## src/uerc_pkg.sv

```systemverilog
// Shared types and constants for the ultrasonic echo ranging controller.
// Holds the request/response beat structs, event codes and conversion constants.
// No dependencies.
package uerc_pkg;

   // Event codes carried in the request beat
   localparam logic [1:0] ACT_START   = 2'd0;
   localparam logic [1:0] ACT_TRIG    = 2'd1;
   localparam logic [1:0] ACT_ECHO    = 2'd2;
   localparam logic [1:0] ACT_TIMEOUT = 2'd3;

   // Phase codes as reported in the response beat
   localparam logic [1:0] PHASE_IDLE = 2'd0;
   localparam logic [1:0] PHASE_TRIG = 2'd1;
   localparam logic [1:0] PHASE_RISE = 2'd2;
   localparam logic [1:0] PHASE_FALL = 2'd3;

   // Register selects, as values of the word-select bit (byte addresses 0x0 and 0x4)
   localparam logic REG_ECHO_OFFSET  = 1'b0;
   localparam logic REG_MAX_DISTANCE = 1'b1;

   localparam logic [7:0]  ECHO_OFFSET_RESET  = 8'd5;
   localparam logic [12:0] MAX_DISTANCE_RESET = 13'd2200;

   // distance = (ticks * 343) / 2000, done as ticks * ceil(343 * 2^27 / 2000) >> 27.
   // Exact for every sum up to 33022.
   localparam int unsigned CONV_SHIFT = 27;
   localparam logic [24:0] CONV_MULT  = 25'd23018341;

   typedef struct packed {
      logic [1:0]  action;
      logic [14:0] capture_count;
   } req_type;

   typedef struct packed {
      logic        trigger_level;
      logic [1:0]  phase;
      logic [12:0] distance_mm;
      logic        measure_done;
   } rsp_type;

endpackage

```

## src/ultrasonic_echo_ranging_control.sv

```systemverilog
// Top level of the ultrasonic echo ranging controller: event sequencer,
// distance conversion and APB-style register port. Depends on uerc_pkg.
//
//   channel   direction   handshake            payload
//   req       in          req_valid/req_stall  uerc_pkg::req_type (action, capture_count)
//   rsp       out         rsp_valid/rsp_stall  uerc_pkg::rsp_type (one beat per req beat)
//   csr       in/out      psel/penable/pready  echo_offset @0x0, max_distance_mm @0x4
//
// Each req beat is held in the input register, then updates the phase, done
// mark and echo count and loads the response register: one beat per cycle
// sustained while rsp is not stalled. The path from input register to
// response register is the state update, one 16x25 multiply and a compare.
// Reset (synchronous) empties both registers and restores idle and the
// register defaults. A stalled rsp beat holds; req stalls only once the
// input register is also full.
module ultrasonic_echo_ranging_control #(
   parameter int unsigned TIMEOUT_TICKS = 30000
) (
   input  logic                clock,
   input  logic                reset,
   // request channel
   input  logic                req_valid,
   output logic                req_stall,
   input  uerc_pkg::req_type   req_data,
   // response channel
   output logic                rsp_valid,
   input  logic                rsp_stall,
   output uerc_pkg::rsp_type   rsp_data,
   // register port
   input  logic                psel,
   input  logic                penable,
   input  logic                pwrite,
   input  logic [2:0]          paddr,
   input  logic [31:0]         pwdata,
   output logic [31:0]         prdata,
   output logic                pready
);

   typedef enum logic [1:0] {
      ST_IDLE = uerc_pkg::PHASE_IDLE,
      ST_TRIG = uerc_pkg::PHASE_TRIG,
      ST_RISE = uerc_pkg::PHASE_RISE,
      ST_FALL = uerc_pkg::PHASE_FALL
   } phase_type;

   // ---------------- register port ----------------
   logic [7:0]  offset_ff;
   logic [12:0] max_dist_ff;
   logic        csr_write;

   assign pready    = 1'b1;
   assign csr_write = psel & penable & pwrite;

   always_ff @(posedge clock) begin
      if (reset) begin
         offset_ff   <= uerc_pkg::ECHO_OFFSET_RESET;
         max_dist_ff <= uerc_pkg::MAX_DISTANCE_RESET;
      end else if (csr_write) begin
         if (paddr[2] == uerc_pkg::REG_ECHO_OFFSET) begin
            offset_ff <= pwdata[7:0];
         end else begin
            max_dist_ff <= pwdata[12:0];
         end
      end
   end

   always_comb begin
      if (paddr[2] == uerc_pkg::REG_ECHO_OFFSET) begin
         prdata = {24'd0, offset_ff};
      end else begin
         prdata = {19'd0, max_dist_ff};
      end
   end

   // ---------------- beat flow ----------------
   logic                in_valid_ff, in_valid_in;
   uerc_pkg::req_type   in_data_ff;
   logic                out_valid_ff, out_valid_in;
   uerc_pkg::rsp_type   out_data_ff, out_data_in;
   logic                out_free;
   logic                advance;
   logic                req_take;

   // The response register frees when empty or drained this cycle
   assign out_free  = !out_valid_ff || !rsp_stall;
   assign advance   = in_valid_ff && out_free;
   assign req_stall = in_valid_ff && !out_free;
   assign req_take  = req_valid && !req_stall;

   assign in_valid_in  = req_take || (in_valid_ff && !advance);
   assign out_valid_in = advance || (out_valid_ff && rsp_stall);

   // ---------------- sequencer state ----------------
   phase_type   phase_ff, phase_in;
   logic        done_ff, done_in;
   logic [14:0] ticks_ff, ticks_in;
   logic [14:0] cap_clamped;

   // The timer cannot count past its period: clamp the capture to it
   always_comb begin
      if (17'(in_data_ff.capture_count) > 17'(TIMEOUT_TICKS)) begin
         cap_clamped = 15'(TIMEOUT_TICKS);
      end else begin
         cap_clamped = in_data_ff.capture_count;
      end
   end

   always_comb begin
      phase_in = phase_ff;
      done_in  = done_ff;
      ticks_in = ticks_ff;
      case (in_data_ff.action)
         uerc_pkg::ACT_START: begin
            // honor a start only when idle; drop it otherwise
            if (phase_ff == ST_IDLE) begin
               phase_in = ST_TRIG;
               done_in  = 1'b0;
            end
         end
         uerc_pkg::ACT_TRIG: begin
            if (phase_ff == ST_TRIG) begin
               phase_in = ST_RISE;
            end
         end
         uerc_pkg::ACT_ECHO: begin
            // rising edge arms the fall wait; falling edge latches the count
            if (phase_ff == ST_RISE) begin
               phase_in = ST_FALL;
            end else if (phase_ff == ST_FALL) begin
               phase_in = ST_IDLE;
               done_in  = 1'b1;
               ticks_in = cap_clamped;
            end
         end
         uerc_pkg::ACT_TIMEOUT: begin
            // abort from any phase, keep the last echo count
            phase_in = ST_IDLE;
            done_in  = 1'b0;
         end
         default: begin
            phase_in = phase_ff;
         end
      endcase
   end

   // ---------------- distance conversion ----------------
   logic [15:0] span;
   logic [40:0] product;
   logic [12:0] dist_raw;
   logic [12:0] dist_final;

   assign span     = 16'(ticks_in) + 16'(offset_ff);
   assign product  = 41'(span) * 41'(uerc_pkg::CONV_MULT);
   assign dist_raw = product[uerc_pkg::CONV_SHIFT +: 13];

   // Report zero unless the done mark is set, and also when beyond range
   always_comb begin
      if (done_in && (dist_raw <= max_dist_ff)) begin
         dist_final = dist_raw;
      end else begin
         dist_final = 13'd0;
      end
   end

   always_comb begin
      out_data_in.trigger_level = (phase_in == ST_TRIG);
      out_data_in.phase         = phase_in;
      out_data_in.distance_mm   = dist_final;
      out_data_in.measure_done  = done_in;
   end

   // ---------------- registers ----------------
   always_ff @(posedge clock) begin
      if (reset) begin
         in_valid_ff  <= 1'b0;
         out_valid_ff <= 1'b0;
         phase_ff     <= ST_IDLE;
         done_ff      <= 1'b0;
         ticks_ff     <= 15'd0;
      end else begin
         in_valid_ff  <= in_valid_in;
         out_valid_ff <= out_valid_in;
         if (advance) begin
            phase_ff <= phase_in;
            done_ff  <= done_in;
            ticks_ff <= ticks_in;
         end
      end
   end

   always_ff @(posedge clock) begin
      if (req_take) begin
         in_data_ff <= req_data;
      end
      if (advance) begin
         out_data_ff <= out_data_in;
      end
   end

   assign rsp_valid = out_valid_ff;
   assign rsp_data  = out_data_ff;

endmodule

```

## config.mk

```make
export PLATFORM = sky130hd
export DESIGN_NAME = ultrasonic_echo_ranging_control
export DESIGN_NICKNAME = d
export VERILOG_FILES = /design/src/uerc_pkg.sv /design/src/ultrasonic_echo_ranging_control.sv
export SDC_FILE = /design/constraint.sdc
export NUM_CORES = 1
export LEC_CHECK = 0
export BUFFER_PORTS_ARGS = -buffer_cell sky130_fd_sc_hd__buf_2
export CORE_MARGIN = 3
export CORE_UTILIZATION = 55
export CTS_CLUSTER_SIZE = 14
export DETAILED_ROUTE_END_ITERATION = 8
export PLACE_DENSITY = 0.75
export SYNTH_ARGS = -nofsm -noshare
export SYNTH_HDL_FRONTEND = slang
export SYNTH_SLANG_ARGS = --single-unit
export TNS_END_PERCENT = 30
```

## constraint.sdc

```tcl
create_clock -name clock -period 10.19 [get_ports clock]
set_input_delay 1.5285 -clock clock [delete_from_list [all_inputs] [get_ports clock]]
set_output_delay 1.5285 -clock clock [all_outputs]
set_load 0.01 [all_outputs]
```

==> impl_metrics.env <==
export IMPL_p_leak_nw=6.87
export IMPL_drt_first_pass_iters=5
export IMPL_place_worst_setup_slack_ns=-0.114
export IMPL_grt_start_max_net_pins=42
export IMPL_cts_root_buffer="clkbuf_16"
export IMPL_num_nets_final=1676
export IMPL_syn2layout_area_growth_pct=21.6
export IMPL_drive_gt1_share_pct=24.3
export IMPL_worstSetupStartpointType="register"
export IMPL_core_area_um2=18900
export IMPL_finalSetupViolCount=0
export IMPL_track_usage_pct=24.4
export IMPL_dpl_cell_area_um2=12200
export IMPL_criticalPathCategory="reg -> reg"
export IMPL_setup_slack_ns=0.236
export IMPL_grt_pass1_wl_um=41400
export IMPL_syn_avg_cell_area_um2=9.92
export IMPL_hold_violations=0
export IMPL_nFillCells=1440
export IMPL_postRouteAntennaNets=0
export IMPL_num_vias=8094
export IMPL_finalPower_mw=1.35
export IMPL_dieWidth_um=145
export IMPL_synth_edff_count=34
export IMPL_dpl_cell_count=1525
export IMPL_ys_seq_area_share_pct=17.3
export IMPL_stdcell_area_um2=13000
export IMPL_die_area_um2=21100
export IMPL_maxCapViolations=0
export IMPL_clk_pin_slew_ns=0.07
export IMPL_die_h_um=145
export IMPL_ios=111
export IMPL_hp_class="reg -> reg"
export IMPL_path_max_fanout=8
export IMPL_clockBufferDepth=2
export IMPL_initial_utilization_pct=56.5
export IMPL_synth_ff_latch_count=75
export IMPL_ctsHtreeMaxLevel=3
export IMPL_grt_pass1_vias=8435
export IMPL_wl_per_cell_um=16.6
export IMPL_slew_violations=0
export IMPL_async_flop_share_pct=0
export IMPL_max_stage_delay_ns=0.57
export IMPL_finalSetupTns_ns=0
export IMPL_gr_total_overflow=0
export IMPL_run_status="complete, no violations"
export IMPL_remaining_drc_errors=0
export IMPL_cts_hold_fix_buffers=0
export IMPL_path_common_cell="fa_1"
export IMPL_numCtsBuffers=9
export IMPL_cp_arrival_ns=10.05
export IMPL_fin_cells=1553
export IMPL_slew_headroom_pct=29.2
export IMPL_period_share_pct=97.7
export IMPL_crit_slowest_cell="fa_1"
export IMPL_clock_fmax_ghz=0.100
export IMPL_power_density_nw_per_um2=104
export IMPL_worst_setup_path_end_kind="register"
export IMPL_viasPerCell=5.21
export IMPL_synth_ff_type="dfxtp_1"
export IMPL_fin_skew_ns=0.0120
export IMPL_ir_drop_uv=134
export IMPL_synthesis_area_um2=10700
export IMPL_insertion_delay_ns=0.34
export IMPL_num_antenna_cells=0
export IMPL_synth_distinct_cells=64
export IMPL_io_buffers=69
export IMPL_num_rows=50
export IMPL_first_iter_violations=371
export IMPL_antenna_found_initial=0
export IMPL_cp_required_ns=10.28
export IMPL_gp_congestion=0.949
export IMPL_cts_tree="built"
export IMPL_ys_warn_count=0
export IMPL_hpwl_um=21600
export IMPL_wl_um=25800
export IMPL_fin_crit_ns=9.95
export IMPL_worst_pin_slew_ns=1.06
export IMPL_syn_instance_count=1075
export IMPL_cts_sinks=75
==> worst max-delay path, delay by kind of cell (launching register included) <==
kind	cells	cell delay (ns)
AOI/OAI and AO/OA	12	2.38
buffers and inverters	9	1.06
adders and majority gates	9	3.97
xor gates and xnor gates	2	0.31
and+or+nand+nor	9	1.57
DFF	1	0.43
==> what timing repair did <==
action	4_1_cts	5_1_grt
buffers inserted	0	12
pin swaps	0	41
gates resized for setup	4	65
endpoints found under the hold margin	0	0
gates cloned	0	0
endpoints found under the setup margin	13	13
==> cells in the final DEF (no fill, tap or decap), types with 5 or more instances in the layout <==
master	netlist	final
inv_1	248	245
ha_1	170	162
fa_1	159	156
buf_4	21	150
nand2_1	70	69
buf_2	1	69
a21oi_1	54	48
nor2_1	45	44
dfxtp_1	41	40
edfxtp_1	34	34
conb_1	2	20
and3_1	15	15
xnor2_1	17	14
nand3_1	13	12
mux2i_1	12	12
mux2_2	9	9
clkbuf_16	0	9
nor3_1	12	8
a21o_1	9	8
xor2_1	9	7
o21a_1	7	7
o21ai_0	11	7
nand4_1	7	7
a211oi_1	8	6
nor2b_1	6	6
a21oi_2	0	6
a211o_1	6	6
ha_4	0	6
a22o_1	5	5
o211ai_1	5	5
==> sequential cells by signal, summed over array words and instances, names as in the netlist <==
signal	flops
in_data_ff	17
rsp_data	17
ticks_ff	15
max_dist_ff	13
offset_ff	8
phase_ff	2
done_ff	1
in_valid_ff	1
rsp_valid	1
==> per-layer routing <==
| layer | vias to the layer above | global-route usage (%) | wire [µm] |
|---|---|---|---|
| li1 | 3866 | - | - |
| met1 | 4043 | 32.8 | 11300 |
| met2 | 158 | 42.6 | 13200 |
| met3 | 27 | 3.87 | 1020 |
| met4 | 0 | 3.66 | 346 |
| met5 | - | 0 | 0 |
==> synth_stat cells, types with 6 or more instances <==
master | number | area share (%)
o21a_1 | 7 | 0.49
a211oi_1 | 8 | 0.56
fa_1 | 159 | 30
a211o_1 | 6 | 0.49
nand2_1 | 70 | 2.5
and3_1 | 15 | 0.88
edfxtp_1 | 34 | 9.6
nand4_1 | 7 | 0.41
nor2b_1 | 6 | 0.35
mux2_2 | 9 | 0.95
xnor2_1 | 17 | 1.4
inv_1 | 248 | 8.7
clkbuf_1 | 14 | 0.49
mux2i_1 | 12 | 1.1
nor4_1 | 6 | 0.35
nor3_1 | 12 | 0.56
o21ai_0 | 11 | 0.52
buf_4 | 21 | 1.5
ha_1 | 170 | 20
a21o_1 | 9 | 0.63
xor2_1 | 9 | 0.74
nor2_1 | 45 | 1.6
dfxtp_1 | 41 | 7.7
a21oi_1 | 54 | 2.5
nand3_1 | 13 | 0.61
a31oi_1 | 6 | 0.35
==> power breakdown <==
part / internal [mW] / leakage, nW / total, mW / switching (mW)
Clock: 0.175 / 0.150 / 0.317 / 0.142
Sequential: 0.325 / 0.663 / 0.332 / 0.00622
Combinational: 0.316 / 6.05 / 0.698 / 0.381
Total: 0.816 / 6.87 / 1.35 / 0.530
==> area by class of cell <==
| class | count | area (µm²) | area share (%) |
|---|---|---|---|
| Clock buffer | 9 | 225 | 1.74 |
| Clock inverter | 7 | 76.3 | 0.588 |
| Inverter | 248 | 931 | 7.17 |
| Multi-Input combinational cell | 733 | 8070 | 62.2 |
| Sequential cell | 75 | 1840 | 14.2 |
| Tap cell | 260 | 325 | 2.51 |
| Timing Repair Buffer | 221 | 1500 | 11.6 |
==> through the flow <==
stage	utilization, %	hold slack (ns)
6_report	68.7	0.458
5_1_grt	68.7	0.481
4_1_cts	66.5	0.457
3_5_place_dp	64.8	0.448
3_3_place_gp	64.8	0.442
2_1_floorplan	-	0.434
==> worst paths after layout <==
check                                 endpoint            from  cells past startpoint  slack, ns
worst max-delay path               rsp_data[7]  in_data_ff[11]                     41       0.24
worst min-delay path            max_dist_ff[8]  max_dist_ff[8]                      2       0.46
worst max register to register     rsp_data[7]  in_data_ff[11]                     41       0.24
worst min register to register  max_dist_ff[8]  max_dist_ff[8]                      2       0.46
==> logic make-up after synthesis <==
family / after synthesis / share of synthesized area, %
mux: 21 / 2.08
compound gates: 132 / 8.06
other cells: 2 / 0.0704
fa+ha+maj: 329 / 49.8
flops: 75 / 17.3
simple gates: 204 / 9.63
xor+xnor: 27 / 2.29
buf+inv: 285 / 10.8
(Power assumes the default switching activity.)
